## src/hw/rtl/utf8_stream_validator_assert.svh

```systemverilog
// assertion macros for the utf8 stream validator
// used by utf8_stream_validator.sv, no other dependencies
`ifndef UTF8_STREAM_VALIDATOR_ASSERT_SVH
`define UTF8_STREAM_VALIDATOR_ASSERT_SVH

// same-cycle implication, disabled during reset
`define UTF8SV_ASSERT_NOW(label, clk, rst, ante, cons, msg) \
   label: assert property (@(posedge clk) disable iff (rst) (ante) |-> (cons)) \
      else $error(msg);

// next-cycle implication, disabled during reset
`define UTF8SV_ASSERT_NEXT(label, clk, rst, ante, cons, msg) \
   label: assert property (@(posedge clk) disable iff (rst) (ante) |=> (cons)) \
      else $error(msg);

`endif

```

## src/hw/rtl/utf8sv_pkg.sv

```systemverilog
// constants for the utf8 stream validator: byte classes and owed counts
// no dependencies
package utf8sv_pkg;

   localparam int unsigned ByteWidth = 8;
   localparam int unsigned OwedWidth = 2;

   // byte class masks and codes
   localparam logic [ByteWidth-1:0] ASCII_MAX  = 8'h7F;
   localparam logic [ByteWidth-1:0] CONT_MASK  = 8'hC0;
   localparam logic [ByteWidth-1:0] CONT_CODE  = 8'h80;
   localparam logic [ByteWidth-1:0] LEAD2_MASK = 8'hE0;
   localparam logic [ByteWidth-1:0] LEAD2_CODE = 8'hC0;
   localparam logic [ByteWidth-1:0] LEAD3_MASK = 8'hF0;
   localparam logic [ByteWidth-1:0] LEAD3_CODE = 8'hE0;
   localparam logic [ByteWidth-1:0] LEAD4_MASK = 8'hF8;
   localparam logic [ByteWidth-1:0] LEAD4_CODE = 8'hF0;

   // surrogate guard: lead 0xED, next byte must not have both 0xA0 bits set
   localparam logic [ByteWidth-1:0] SURR_LEAD  = 8'hED;
   localparam logic [ByteWidth-1:0] SURR_MASK  = 8'hA0;

   // continuation bytes owed after each lead class
   localparam logic [OwedWidth-1:0] OWED_NONE  = 2'd0;
   localparam logic [OwedWidth-1:0] OWED_ONE   = 2'd1;
   localparam logic [OwedWidth-1:0] OWED_TWO   = 2'd2;
   localparam logic [OwedWidth-1:0] OWED_THREE = 2'd3;

endpackage

```

## src/hw/rtl/utf8_stream_validator.sv

```systemverilog
// utf8 stream validator top level: input register, check logic, result register
// depends on utf8sv_pkg and utf8_stream_validator_assert.svh

// Checks UTF-8 framing one byte per request at a sustained rate of one byte
// per clock while the result side is not stalled. A request enters an input
// register; the check logic reads it there together with the string state
// (owed continuation count, sticky error, 0xED mark) and writes the result
// register once the result slot is free. The single state update per cycle
// sets the rate. req_tuser marks the first byte of a new string and clears
// the state before that byte. Overlong encodings are not flagged. Each
// result reports whether the string is still error free and whether it
// would be valid if it ended there.
`include "utf8_stream_validator_assert.svh"

module utf8_stream_validator
   import utf8sv_pkg::*;
(
   input  logic       clock,
   input  logic       reset,
   // request channel
   input  logic       req_tvalid,
   output logic       req_tready,
   input  logic [7:0] req_tdata,   // [7:0] data_byte
   input  logic       req_tuser,   // [0] first_byte
   // result channel
   output logic       rsp_tvalid,
   input  logic       rsp_tready,
   output logic [7:0] rsp_tdata    // [0] no_error_yet, [1] valid_if_end, [7:2] zero
);

   // input register
   logic                 in_valid_ff;
   logic [ByteWidth-1:0] in_byte_ff;
   logic                 in_first_ff;

   // string state
   logic [OwedWidth-1:0] owed_ff, owed_in;
   logic                 err_ff, err_in;
   logic                 ed_ff, ed_in;

   // result register
   logic                 rsp_valid_ff;
   logic                 rsp_noerr_ff, rsp_noerr_in;
   logic                 rsp_vend_ff, rsp_vend_in;

   // working copies of the state after an optional clear
   logic [OwedWidth-1:0] owed_cur;
   logic                 err_cur;
   logic                 ed_cur;

   logic                 advance;

   // handshake: move a byte into the result register when the slot is free
   assign advance    = in_valid_ff && (!rsp_valid_ff || rsp_tready);
   assign req_tready = !in_valid_ff || advance;
   assign rsp_tvalid = rsp_valid_ff;
   assign rsp_tdata  = {6'b000000, rsp_vend_ff, rsp_noerr_ff};

   // byte check and next state
   always_comb begin
      owed_cur = in_first_ff ? OWED_NONE : owed_ff;
      err_cur  = in_first_ff ? 1'b0 : err_ff;
      ed_cur   = in_first_ff ? 1'b0 : ed_ff;
      owed_in  = owed_cur;
      err_in   = err_cur;
      ed_in    = ed_cur;
      if (!err_cur) begin
         if (ed_cur && ((in_byte_ff & SURR_MASK) == SURR_MASK)) begin
            err_in = 1'b1;
         end else if (owed_cur != OWED_NONE) begin
            if ((in_byte_ff & CONT_MASK) != CONT_CODE) begin
               err_in = 1'b1;
            end else begin
               owed_in = owed_cur - OWED_ONE;
            end
         end else if (in_byte_ff <= ASCII_MAX) begin
            owed_in = OWED_NONE;
         end else if ((in_byte_ff & LEAD2_MASK) == LEAD2_CODE) begin
            owed_in = OWED_ONE;
         end else if ((in_byte_ff & LEAD3_MASK) == LEAD3_CODE) begin
            owed_in = OWED_TWO;
         end else if ((in_byte_ff & LEAD4_MASK) == LEAD4_CODE) begin
            owed_in = OWED_THREE;
         end else begin
            err_in = 1'b1;
         end
         // mark holds only for the byte right after a 0xED lead
         ed_in = !err_in && (in_byte_ff == SURR_LEAD) && (owed_in == OWED_TWO);
      end
      rsp_noerr_in = !err_in;
      rsp_vend_in  = !err_in && (owed_in == OWED_NONE);
   end

   // input register control
   always_ff @(posedge clock) begin
      if (reset) begin
         in_valid_ff <= 1'b0;
      end else if (req_tready) begin
         in_valid_ff <= req_tvalid;
      end
   end

   // input register payload
   always_ff @(posedge clock) begin
      if (req_tvalid && req_tready) begin
         in_byte_ff  <= req_tdata;
         in_first_ff <= req_tuser;
      end
   end

   // string state and result valid
   always_ff @(posedge clock) begin
      if (reset) begin
         owed_ff      <= OWED_NONE;
         err_ff       <= 1'b0;
         ed_ff        <= 1'b0;
         rsp_valid_ff <= 1'b0;
      end else begin
         if (advance) begin
            owed_ff <= owed_in;
            err_ff  <= err_in;
            ed_ff   <= ed_in;
         end
         if (advance) begin
            rsp_valid_ff <= 1'b1;
         end else if (rsp_tready) begin
            rsp_valid_ff <= 1'b0;
         end
      end
   end

   // result payload
   always_ff @(posedge clock) begin
      if (advance) begin
         rsp_noerr_ff <= rsp_noerr_in;
         rsp_vend_ff  <= rsp_vend_in;
      end
   end

   // checks
   `UTF8SV_ASSERT_NOW(a_vend_needs_noerr, clock, reset,
      rsp_valid_ff && rsp_vend_ff, rsp_noerr_ff, "valid_if_end without no_error_yet")
   `UTF8SV_ASSERT_NOW(a_ed_mark_owes_two, clock, reset,
      ed_ff && !err_ff, owed_ff == OWED_TWO, "0xED mark without two owed bytes")
   `UTF8SV_ASSERT_NEXT(a_error_sticky, clock, reset, advance && err_ff && !in_first_ff,
      err_ff && !rsp_noerr_ff, "error cleared without a first byte")
   `UTF8SV_ASSERT_NEXT(a_result_after_advance, clock, reset,
      advance, rsp_valid_ff, "advanced byte left no result")

endmodule
```

## config.mk

```make
export PLATFORM = sky130hd
export DESIGN_NAME = utf8_stream_validator
export DESIGN_NICKNAME = d
export VERILOG_FILES = /design/src/hw/rtl/utf8sv_pkg.sv /design/src/hw/rtl/utf8_stream_validator.sv
export VERILOG_INCLUDE_DIRS = /design/src /design/src/hw/rtl
export SDC_FILE = /design/constraint.sdc
export NUM_CORES = 1
export LEC_CHECK = 0
export BUFFER_PORTS_ARGS = -buffer_cell sky130_fd_sc_hd__buf_2
export CORE_MARGIN = 4
export CORE_UTILIZATION = 48
export CTS_BUF_LIST = sky130_fd_sc_hd__clkbuf_4
export DETAILED_ROUTE_END_ITERATION = 10
export HOLD_SLACK_MARGIN = 0.15
export MAX_ROUTING_LAYER = met4
export PLACE_DENSITY = 0.77
export SLEW_MARGIN = 20
export SYNTH_ARGS = -nofsm -noshare
export SYNTH_HDL_FRONTEND = slang
export SYNTH_SLANG_ARGS = --single-unit
```

## constraint.sdc

```tcl
create_clock -name clock -period 2.1 [get_ports clock]
set_clock_uncertainty 0.2 [all_clocks]
set_input_delay 0.21 -clock clock [delete_from_list [all_inputs] [get_ports clock]]
set_output_delay 0.21 -clock clock [all_outputs]
set_load 0.05 [all_outputs]
```

==> results.py, run 1 <==
metrics = {
    "place": {
        "port_buffers": 16,
        "post-dp-hpwl_mm": 1.256,
        "dp_slack_ps": 36.33,
        "placed_cell_area_sq_um": 1028,
        "globalplace.congestion": 0.9469,
    },
    "power_and_ir_drop": {
        "power.density_nw_per_um2": 590.8,
        "ir_drop_mv": 0.4630,
        "p_leak_nw": 0.4866,
        "seqPwrFrac": 0.548,
        "p_sw_frac": 0.2901,
        "clkPwrFrac": 0.248,
        "finalPower_uw": 717.7,
        "switching_power_uw": 208.2,
        "pwr-share-comb": 0.204,
        "p_int_uw": 509.6,
    },
    "floorplan": {
        "io_pins": 23,
        "initial_core_util": 0.5170,
        "core-area_sq_um": 1764,
        "die_h_um": 51.59,
        "core.rowCount": 15,
        "die_w_um": 51.59,
        "die_area_sq_um": 2662,
    },
    "drt": {
        "viasPerCell": 5.014,
        "wl_per_cell_um": 13.41,
        "dr_total_vias": 737,
        "drc": 0,
        "antenna_left": 0,
        "firstDrtPassIters": 4,
        "dr.first_iter.drc_count": 5,
        "finalWirelength_mm": 1.972,
    },
    "critical_path": {
        "critical_path.top_delay_family": "simple AND/OR/NAND/NOR gates",
        "endpoint_kind": "flip-flop",
        "crit_chain": "or2b_4, ha_4, nor3b_4, a311oi_2, nor2_2, nand3_1, nor2_1",
        "crit_type": "flip-flop to flip-flop",
        "cpPeakStageDelay_ps": 480,
        "worstPathRequired_ps": 2070,
        "cp_max_fo": 8,
        "cpMaxStageDelayCell": "edfxtp_1",
        "startpoint_type": "flip-flop",
        "critical_path_buf_inv_count": 0,
        "arrival_ps": 2060,
        "r2r_setup_slack_ps": 9,
    },
    "job": {
        "drv_cap": 0,
    },
    "finish": {
        "diodes": 0,
        "syn_to_final_growth_pct": 33.20,
        "largest_register_ffs": 8,
        "final_nets": 137,
        "final_area_sq_um": 1215,
        "largest_register": "in_byte_ff",
        "final_core_util": 0.6887,
        "reg_top3": "in_byte_ff (8), owed_ff (2)",
        "drive_gt1_frac": 0.3279,
        "num-fill-cells": 152,
    },
    "synth": {
        "syn_area_per_cell_sq_um": 10.48,
        "synth_area_sq_um": 912.1,
        "ys.warnings.count": 0,
        "syn_inst": 87,
        "ys_types": 37,
        "ys_ff_latch": 17,
        "ys_seq_area_frac": 0.4938,
    },
    "global_routing": {
        "grt-ovfl-total": 0,
        "antenna_found_initial": 0,
        "first_global_vias": 673,
        "grt_max_degree": 11,
        "grt_usage": 0.1763,
        "grt_pass1_wl_mm": 3.215,
    },
    "clocking": {
        "clock_path_buffers": 2,
        "insertion_delay_ps": 300,
        "cts_root_buf": "clkbuf_4",
        "clock-sinks": 17,
        "numCtsBuffers": 3,
        "clk_transition_reported_paths_ps": 100,
        "cts_tree": "built",
        "htree_levels": 1,
    },
    "sta": {
        "fin_crit_sh": 0.9955,
        "hold_viol": 0,
        "drv_slew": 0,
        "setup_viol": 0,
        "worst_slack_ps": 9.366,
        "rsz0062_at_grt": "yes",
        "fin_crit_ps": 2091,
        "tns_ps": 0,
        "max_freq_mhz": 478.3,
    },
    "min_path": {
        "hold_path_class": "flip-flop to flip-flop",
    },
    "run_status": {
        "status": "completed",
    },
}
-- synth_stat cells (all sizes together) --
| cell | number | share of area |
|---|---|---|
| nand2 | 4 | 0.016 |
| a221oi | 1 | 0.016 |
| o21ai | 4 | 0.022 |
| a21o | 2 | 0.016 |
| a21boi | 1 | 0.0082 |
| conb | 1 | 0.0041 |
| nand2b | 5 | 0.040 |
| inv | 4 | 0.016 |
| or2b | 1 | 0.0096 |
| o2111ai | 1 | 0.0096 |
| nor3 | 1 | 0.0055 |
| o21bai | 1 | 0.0082 |
| a311oi | 3 | 0.029 |
| nand3 | 4 | 0.022 |
| nor2 | 11 | 0.048 |
| nor2b | 3 | 0.029 |
| o21a | 1 | 0.0082 |
| buf | 9 | 0.078 |
| mux2i | 1 | 0.011 |
| nor3b | 1 | 0.014 |
| o31a | 1 | 0.0096 |
| nand3b | 1 | 0.0082 |
| nand4 | 1 | 0.0069 |
| a21oi | 3 | 0.016 |
| and2 | 1 | 0.0069 |
| ha | 1 | 0.014 |
| a211oi | 1 | 0.014 |
| o22ai | 1 | 0.0069 |
| dfxtp | 6 | 0.13 |
| edfxtp | 11 | 0.36 |
| and4b | 1 | 0.012 |
-- final timing paths --
kind / startpoint / end / cells after the start
worst max-delay path: in_first_ff / rsp_vend_ff / 7
worst min-delay path: ed_ff / ed_ff / 2
worst max register to register: in_first_ff / rsp_vend_ff / 7
worst min register to register: ed_ff / ed_ff / 2
-- per-stage QoR --
step / cells / hold WS (ps)
after floorplan: 92 / 74.65
after global placement: 128 / 186.6
after detailed placement: 128 / 188.1
after CTS: 145 / 295.2
after global routing: 147 / 320.9
final: 147 / 296.9
-- layout make-up --
type                       instances  area [sq um]  area share
inverter                           4         15.01     0.01236
clock inverter                     1         5.005    0.004119
clock buffer                       3         22.52     0.01854
multi-input combinational         62         435.4      0.3584
timing repair buffer              35         255.2      0.2101
tap                               25         31.28     0.02575
sequential                        17         450.4      0.3708
-- worst reg2reg max path, stage by stage (launching register included) --
cell,delay [ps]
edfxtp_1,480
or2b_4,310
ha_4,200
nor3b_4,300
a311oi_2,100
nor2_2,180
nand3_1,90
nor2_1,120
-- power groups by stage --
stage	clock network, mW	logic [mW]	registers (mW)
2_1_floorplan	0	0.101	0.400
3_3_place_gp	0	0.122	0.399
3_5_place_dp	0	0.123	0.400
4_1_cts	0.184	0.141	0.392
5_1_grt	0.204	0.159	0.396
6_report	0.178	0.147	0.393
-- kinds of logic after synthesis --
logic type      count (synthesis)  share of synthesized area
simple gates                   34                     0.2181
fa+ha+maj                       1                    0.01372
other cells                     1                   0.004111
buf+inv                        13                    0.09465
compound gates                 20                     0.1646
flops                          17                     0.4938
mux                             1                    0.01097
-- repair_timing --
| item | 4_1_cts | 5_1_grt |
|---|---|---|
| endpoints found under the setup margin | 0 | 4 |
| endpoints found under the hold margin | 15 | 0 |
| gates resized for setup | 0 | 2 |
| hold buffers | 13 | 0 |
| setup buffers | 0 | 2 |
-- placed cells by master (no fill, tap or decap), types with 3 or more instances in the layout --
master / instances
a21oi_1: 3
nand3_1: 4
edfxtp_1: 11
nand2_1: 4
buf_2: 16
inv_1: 3
buf_4: 6
dlygate4sd3_1: 13
clkbuf_4: 3
nor2_1: 10
conb_1: 6
dfxtp_1: 6
-- layer usage --
metal,GRT usage,vias to the layer above,part of all wire
met3,0.04871,5,0.056
met4,0.09170,0,0.025
met5,-,-,0
met1,0.2091,338,0.42
met2,0.2733,24,0.50
li1,-,370,-
(Power assumes the default switching activity.)
==> run 2: changes to the inputs <==
--- a/config.mk
+++ b/config.mk
@@ -7,7 +7,7 @@
 export NUM_CORES = 1
 export LEC_CHECK = 0
 export BUFFER_PORTS_ARGS = -buffer_cell sky130_fd_sc_hd__buf_2
-export CORE_MARGIN = 4
+export CORE_MARGIN = 1.5
 export CORE_UTILIZATION = 48
 export CTS_BUF_LIST = sky130_fd_sc_hd__clkbuf_4
 export DETAILED_ROUTE_END_ITERATION = 10
==> run 2 against run 1 <==
Clock power is 2% higher. Via count is 0.41% higher. Final cell count is 0.68% lower. Critical path depth stayed put. Power is 0.74% higher. Largest cell class unchanged. Setup slack better by 35 ps. Critical path type unchanged. Combinational power hardly changed. Register-to-register slack better by 30 ps. Cell area is 0.82% lower. Core utilization is 0.57 points lower. Global-route usage is 2.5 points higher.
==> results.py, run 2 (synthesized netlist as in run 1, its figures left out) <==
metrics = {
    "run_status": {
        "status": "completed",
    },
    "sta": {
        "fin_crit_ps": 2056,
        "max_freq_mhz": 486.4,
        "fin_crit_sh": 0.9790,
        "hold_viol": 0,
        "rsz0062_at_grt": "yes",
        "setup_viol": 0,
        "worst_slack_ps": 44.19,
        "drv_slew": 0,
    },
    "finish": {
        "final_area_sq_um": 1205,
        "drive_gt1_frac": 0.3223,
        "final_core_util": 0.6830,
        "syn_to_final_growth_pct": 32.10,
        "largest_register_ffs": 8,
        "reg_top3": "in_byte_ff (8), owed_ff (2)",
        "layout_commonest_cell": "buf_2",
        "largest_register": "in_byte_ff",
        "diodes": 0,
        "final_nets": 136,
        "layout_common_cells": "16 x buf_2, 13 x dlygate4sd3_1, 11 x edfxtp_1",
    },
    "floorplan": {
        "die_area_sq_um": 2171,
        "initial_core_util": 0.5170,
        "die_w_um": 46.59,
        "core.rowCount": 15,
        "core-area_sq_um": 1764,
        "io_pins": 23,
        "die_h_um": 46.59,
    },
    "min_path": {
        "hold_path_class": "flip-flop to flip-flop",
        "hold_depth": 2,
    },
    "global_routing": {
        "grt_pass1_wl_mm": 2.856,
        "grt_usage": 0.2013,
        "grt-ovfl-total": 0,
        "first_global_vias": 655,
        "antenna_found_initial": 0,
        "grt_max_degree": 10,
    },
    "critical_path": {
        "r2r_setup_slack_ps": 40,
        "endpoint_kind": "flip-flop",
        "critical_path.top_delay_family": "simple AND/OR/NAND/NOR gates",
        "cp_max_fo": 7,
        "startpoint": "in_first_ff",
        "arrival_ps": 1900,
        "endpoint": "rsp_vend_ff",
        "cpMaxStageDelayCell": "edfxtp_1",
        "crit_type": "flip-flop to flip-flop",
        "critical_path_buf_inv_count": 1,
        "crit_chain": "or2b_4, ha_4, buf_4, a311oi_2, nor2_2, nand3_1, nor2_1",
        "crit_cells": 7,
        "r2r_end": "rsp_vend_ff",
        "startpoint_type": "flip-flop",
        "r2r_cells": 7,
        "timing.rr.start": "in_first_ff",
        "cpPeakStageDelay_ps": 440,
        "worstPathRequired_ps": 1940,
    },
    "drt": {
        "wl_per_cell_um": 13.23,
        "finalWirelength_mm": 1.932,
        "firstDrtPassIters": 4,
        "dr_total_vias": 740,
        "viasPerCell": 5.068,
        "dr.first_iter.drc_count": 11,
        "antenna_left": 0,
        "drc": 0,
    },
    "power_and_ir_drop": {
        "ir_drop_mv": 0.3787,
        "power.density_nw_per_um2": 600.1,
        "p_leak_nw": 0.4790,
    },
    "clocking": {
        "clock_path_buffers": 2,
        "numCtsBuffers": 3,
        "htree_levels": 1,
        "cts_tree": "built",
        "clock-sinks": 17,
        "insertion_delay_ps": 280,
        "clk_transition_reported_paths_ps": 90,
        "cts_root_buf": "clkbuf_4",
    },
    "place": {
        "placed_cell_area_sq_um": 1028,
        "dp_slack_ps": 11.58,
        "post-dp-hpwl_mm": 1.298,
        "globalplace.congestion": 0.8944,
        "port_buffers": 16,
    },
    "job": {
        "drv_cap": 0,
    },
}
## run 2: cell count changes in the layout (fill, tap and decap cells not counted)
cell      previous run  this run
nand2b_4             1         0
nand2b_2             2         3
clkinv_2             1         0
buf_4                6         5
clkbuf_4             3         4
## run 2: routing by layer
metal	global-route usage	wire, um	vias up
met5	-	0	-
met4	0.09143	12	0
met3	0.03529	84	2
met2	0.3722	1073	32
met1	0.2015	762	337
li1	-	-	369
## run 2: area by class of cell
type / count / area (sq um)
clock buffer: 4 / 30.03
fill: 142 / 559.3
tap: 25 / 31.28
sequential: 17 / 450.4
timing repair buffer: 34 / 247.7
multi-input combinational: 62 / 430.4
inverter: 4 / 15.01
## run 2: worst min-delay path by stage
| stage | startpoint | to | slack (ps) |
|---|---|---|---|
| 2_1_floorplan | reset | err_ff | 70 |
| 3_3_place_gp | req_tdata[3] | in_byte_ff[3] | 190 |
| 3_5_place_dp | req_tdata[5] | in_byte_ff[5] | 190 |
| 4_1_cts | ed_ff | ed_ff | 300 |
| 5_1_grt | ed_ff | ed_ff | 330 |
| 6_report | ed_ff | ed_ff | 300 |
## run 2: power by group
| part | switching [mW] | internal, mW |
|---|---|---|
| Combinational | 0.0868 | 0.0616 |
| Clock | 0.0958 | 0.0865 |
| Sequential | 0.0155 | 0.377 |
## run 2: stage by stage
stage                     setup TNS [ps]  instances  hold slack [ps]  power [mW]
final                                  0        146            302.0      0.7231
after floorplan                        0         92            74.65      0.5013
after global placement                 0        128            186.0      0.5200
after CTS                              0        145            301.8      0.7243
after detailed placement               0        128            188.1      0.5247
after global routing              -99.03        146            328.1      0.7531
## run 2: worst min-delay path, cell delays in order (launching register included)
cell,delay [ps]
dfxtp_1,320
nand3b_1,80
o21ai_1,60
## run 2: timing repair
item | CTS | global route
buffers inserted | 0 | 1
setup endpoints to repair | 0 | 3
resized for setup | 0 | 2
hold buffers | 13 | 0
endpoints found under the hold margin | 15 | 0
==> run 3: changes to the inputs <==
--- a/config.mk
+++ b/config.mk
@@ -11,9 +11,10 @@
 export CORE_UTILIZATION = 48
 export CTS_BUF_LIST = sky130_fd_sc_hd__clkbuf_4
 export DETAILED_ROUTE_END_ITERATION = 10
-export HOLD_SLACK_MARGIN = 0.15
+export HOLD_SLACK_MARGIN = 0.12
 export MAX_ROUTING_LAYER = met4
 export PLACE_DENSITY = 0.77
+export REMOVE_ABC_BUFFERS = 1
 export SLEW_MARGIN = 20
 export SYNTH_ARGS = -nofsm -noshare
 export SYNTH_HDL_FRONTEND = slang
==> run 3 against run 2 <==
Worst hold slack got worse by 14 ps. Sequential cell count did not move. Sequential share of layout area fell by 0.72 points. Non-clock buffer count rose by 2. Core utilization rose by 1.3 points. Die area did not move. Largest cell class unchanged.
==> results.py, run 3 (synthesized netlist as in run 1, its figures left out) <==
metrics = {
    "sta": {
        "max_freq_mhz": 477.8,
        "fin_crit_sh": 0.9966,
        "fin_crit_ps": 2093,
        "drv_slew": 0,
        "whs_ps": 288.3,
        "hold_viol": 0,
        "setup_viol": 0,
        "rsz0062_at_grt": "yes",
    },
    "global_routing": {
        "grt_usage": 0.1965,
        "antenna_found_initial": 0,
        "first_global_vias": 683,
        "grt_max_degree": 10,
        "grt-ovfl-total": 0,
        "grt_pass1_wl_mm": 2.904,
    },
    "critical_path": {
        "crit_cells": 8,
        "critical_path.top_delay_family": "compound AO/OA/AOI/OAI gates",
        "endpoint_kind": "flip-flop",
        "r2r_setup_slack_ps": 7,
        "startpoint_type": "flip-flop",
        "cpPeakStageDelay_ps": 350,
        "cp_max_fo": 8,
        "arrival_ps": 1940,
        "startpoint": "owed_ff[1]",
        "timing.rr.start": "owed_ff[1]",
        "worstPathRequired_ps": 1950,
        "cpMaxStageDelayCell": "dfxtp_1",
        "critical_path_buf_inv_count": 1,
        "crit_chain": "or2b_4, ha_4, nand4_1, a21o_1, a221oi_2, o21a_1, buf_4, nor2_1",
        "r2r_cells": 8,
        "crit_type": "flip-flop to flip-flop",
        "r2r_end": "rsp_vend_ff",
        "endpoint": "rsp_vend_ff",
    },
    "power_and_ir_drop": {
        "seqPwrFrac": 0.545,
        "pwr-share-comb": 0.206,
        "p_sw_frac": 0.2700,
        "p_int_uw": 526.5,
        "p_leak_nw": 0.4948,
        "switching_power_uw": 194.8,
        "clkPwrFrac": 0.249,
        "finalPower_uw": 721.3,
        "ir_drop_mv": 0.5053,
        "power.density_nw_per_um2": 587.1,
    },
    "drt": {
        "drc": 0,
        "antenna_left": 0,
        "firstDrtPassIters": 4,
        "finalWirelength_mm": 1.854,
        "dr_total_vias": 731,
        "viasPerCell": 4.939,
        "wl_per_cell_um": 12.53,
        "dr.first_iter.drc_count": 5,
    },
    "place": {
        "globalplace.congestion": 0.8678,
        "port_buffers": 16,
        "placed_cell_area_sq_um": 1016,
        "post-dp-hpwl_mm": 1.211,
    },
    "finish": {
        "diodes": 0,
        "num-fill-cells": 134,
        "largest_register": "in_byte_ff",
        "final_nets": 138,
        "largest_register_ffs": 8,
        "syn_to_final_growth_pct": 34.71,
        "layout_commonest_cell": "buf_2",
        "final_area_sq_um": 1229,
        "layout_common_cells": "16 x buf_2, 13 x dlygate4sd3_1, 11 x edfxtp_1",
        "reg_top3": "in_byte_ff (8), owed_ff (2)",
        "drive_gt1_frac": 0.3333,
    },
    "clocking": {
        "htree_levels": 1,
        "clock-sinks": 17,
        "numCtsBuffers": 3,
        "cts_root_buf": "clkbuf_4",
        "clock_path_buffers": 2,
        "cts_tree": "built",
        "insertion_delay_ps": 280,
        "clk_transition_reported_paths_ps": 90,
    },
    "min_path": {
        "hold_path_class": "flip-flop to flip-flop",
        "holdCritStartpoint": "ed_ff",
    },
    "floorplan": {
        "die_area_sq_um": 2171,
        "core.rowCount": 15,
        "initial_core_util": 0.5170,
        "core-area_sq_um": 1764,
        "io_pins": 23,
        "die_w_um": 46.59,
        "die_h_um": 46.59,
    },
    "job": {
        "drv_cap": 0,
    },
    "run_status": {
        "status": "completed",
    },
}
-- run 3: cell count changes in the layout (fill, tap and decap cells not counted) --
cell / previous run / this run
buf_4: 5 / 6
buf_6: 0 / 1
nand2b_2: 3 / 2
nand2b_4: 0 / 1
-- run 3: what timing repair did --
action	in CTS	in global routing
pin swaps	1	4
hold buffers	13	0
setup endpoints to repair	4	5
hold endpoints to repair	15	0
gates resized for setup	4	4
buffers inserted	0	1
-- run 3: power by group through the flow --
stage / registers, mW / logic (mW) / clock network (mW)
finish: 0.393 / 0.149 / 0.180
floorplan: 0.408 / 0.0746 / 0
global route: 0.396 / 0.160 / 0.196
global placement: 0.397 / 0.118 / 0
CTS: 0.392 / 0.144 / 0.188
detailed placement: 0.399 / 0.120 / 0
-- run 3: cell type report --
cell class,count,area [sq um],area share
inverters,4,15.01,0.01222
multi-input cells,62,435.4,0.3544
clock buffers,4,30.03,0.02444
well taps,25,31.28,0.02546
flip-flops and latches,17,450.4,0.3666
repair buffers,36,266.5,0.2169
-- run 3: worst register-to-register path, delay by kind of cell (launching register included) --
family,cells,cell delay (ps)
AND/OR/NAND/NOR,3,360
AO/OA/AOI/OAI,3,650
flip-flops,1,350
adder cells (fa/ha/maj),1,190
buffers and inverters,1,100
-- run 3: worst min path at each step --
| stage | to | slack, ps | depth (start not counted) |
|---|---|---|---|
| 2_1_floorplan | err_ff | 70 | 1 |
| 3_3_place_gp | in_byte_ff[7] | 190 | 1 |
| 3_5_place_dp | in_byte_ff[6] | 190 | 1 |
| 4_1_cts | ed_ff | 290 | 2 |
| 5_1_grt | ed_ff | 310 | 2 |
| 6_report | ed_ff | 290 | 2 |
-- run 3: metrics by stage --
stage / setup slack (ps) / setup TNS, ps / utilization / instances
2_1_floorplan: -91.19 / -193.5 / - / 83
3_3_place_gp: -50.10 / -64.36 / 0.5759 / 130
3_5_place_dp: -116.3 / -222.1 / 0.5759 / 130
4_1_cts: 9.588 / 0 / 0.6809 / 147
5_1_grt: -53.65 / -53.65 / 0.6965 / 148
6_report: 7.154 / 0 / 0.6965 / 148
-- run 3: layer usage --
metal,up-vias,global-route usage,part of all wire
li1,372,-,-
met5,-,-,0
met4,0,0.06857,0.0065
met2,25,0.3306,0.53
met1,332,0.2389,0.43
met3,2,0.02745,0.035
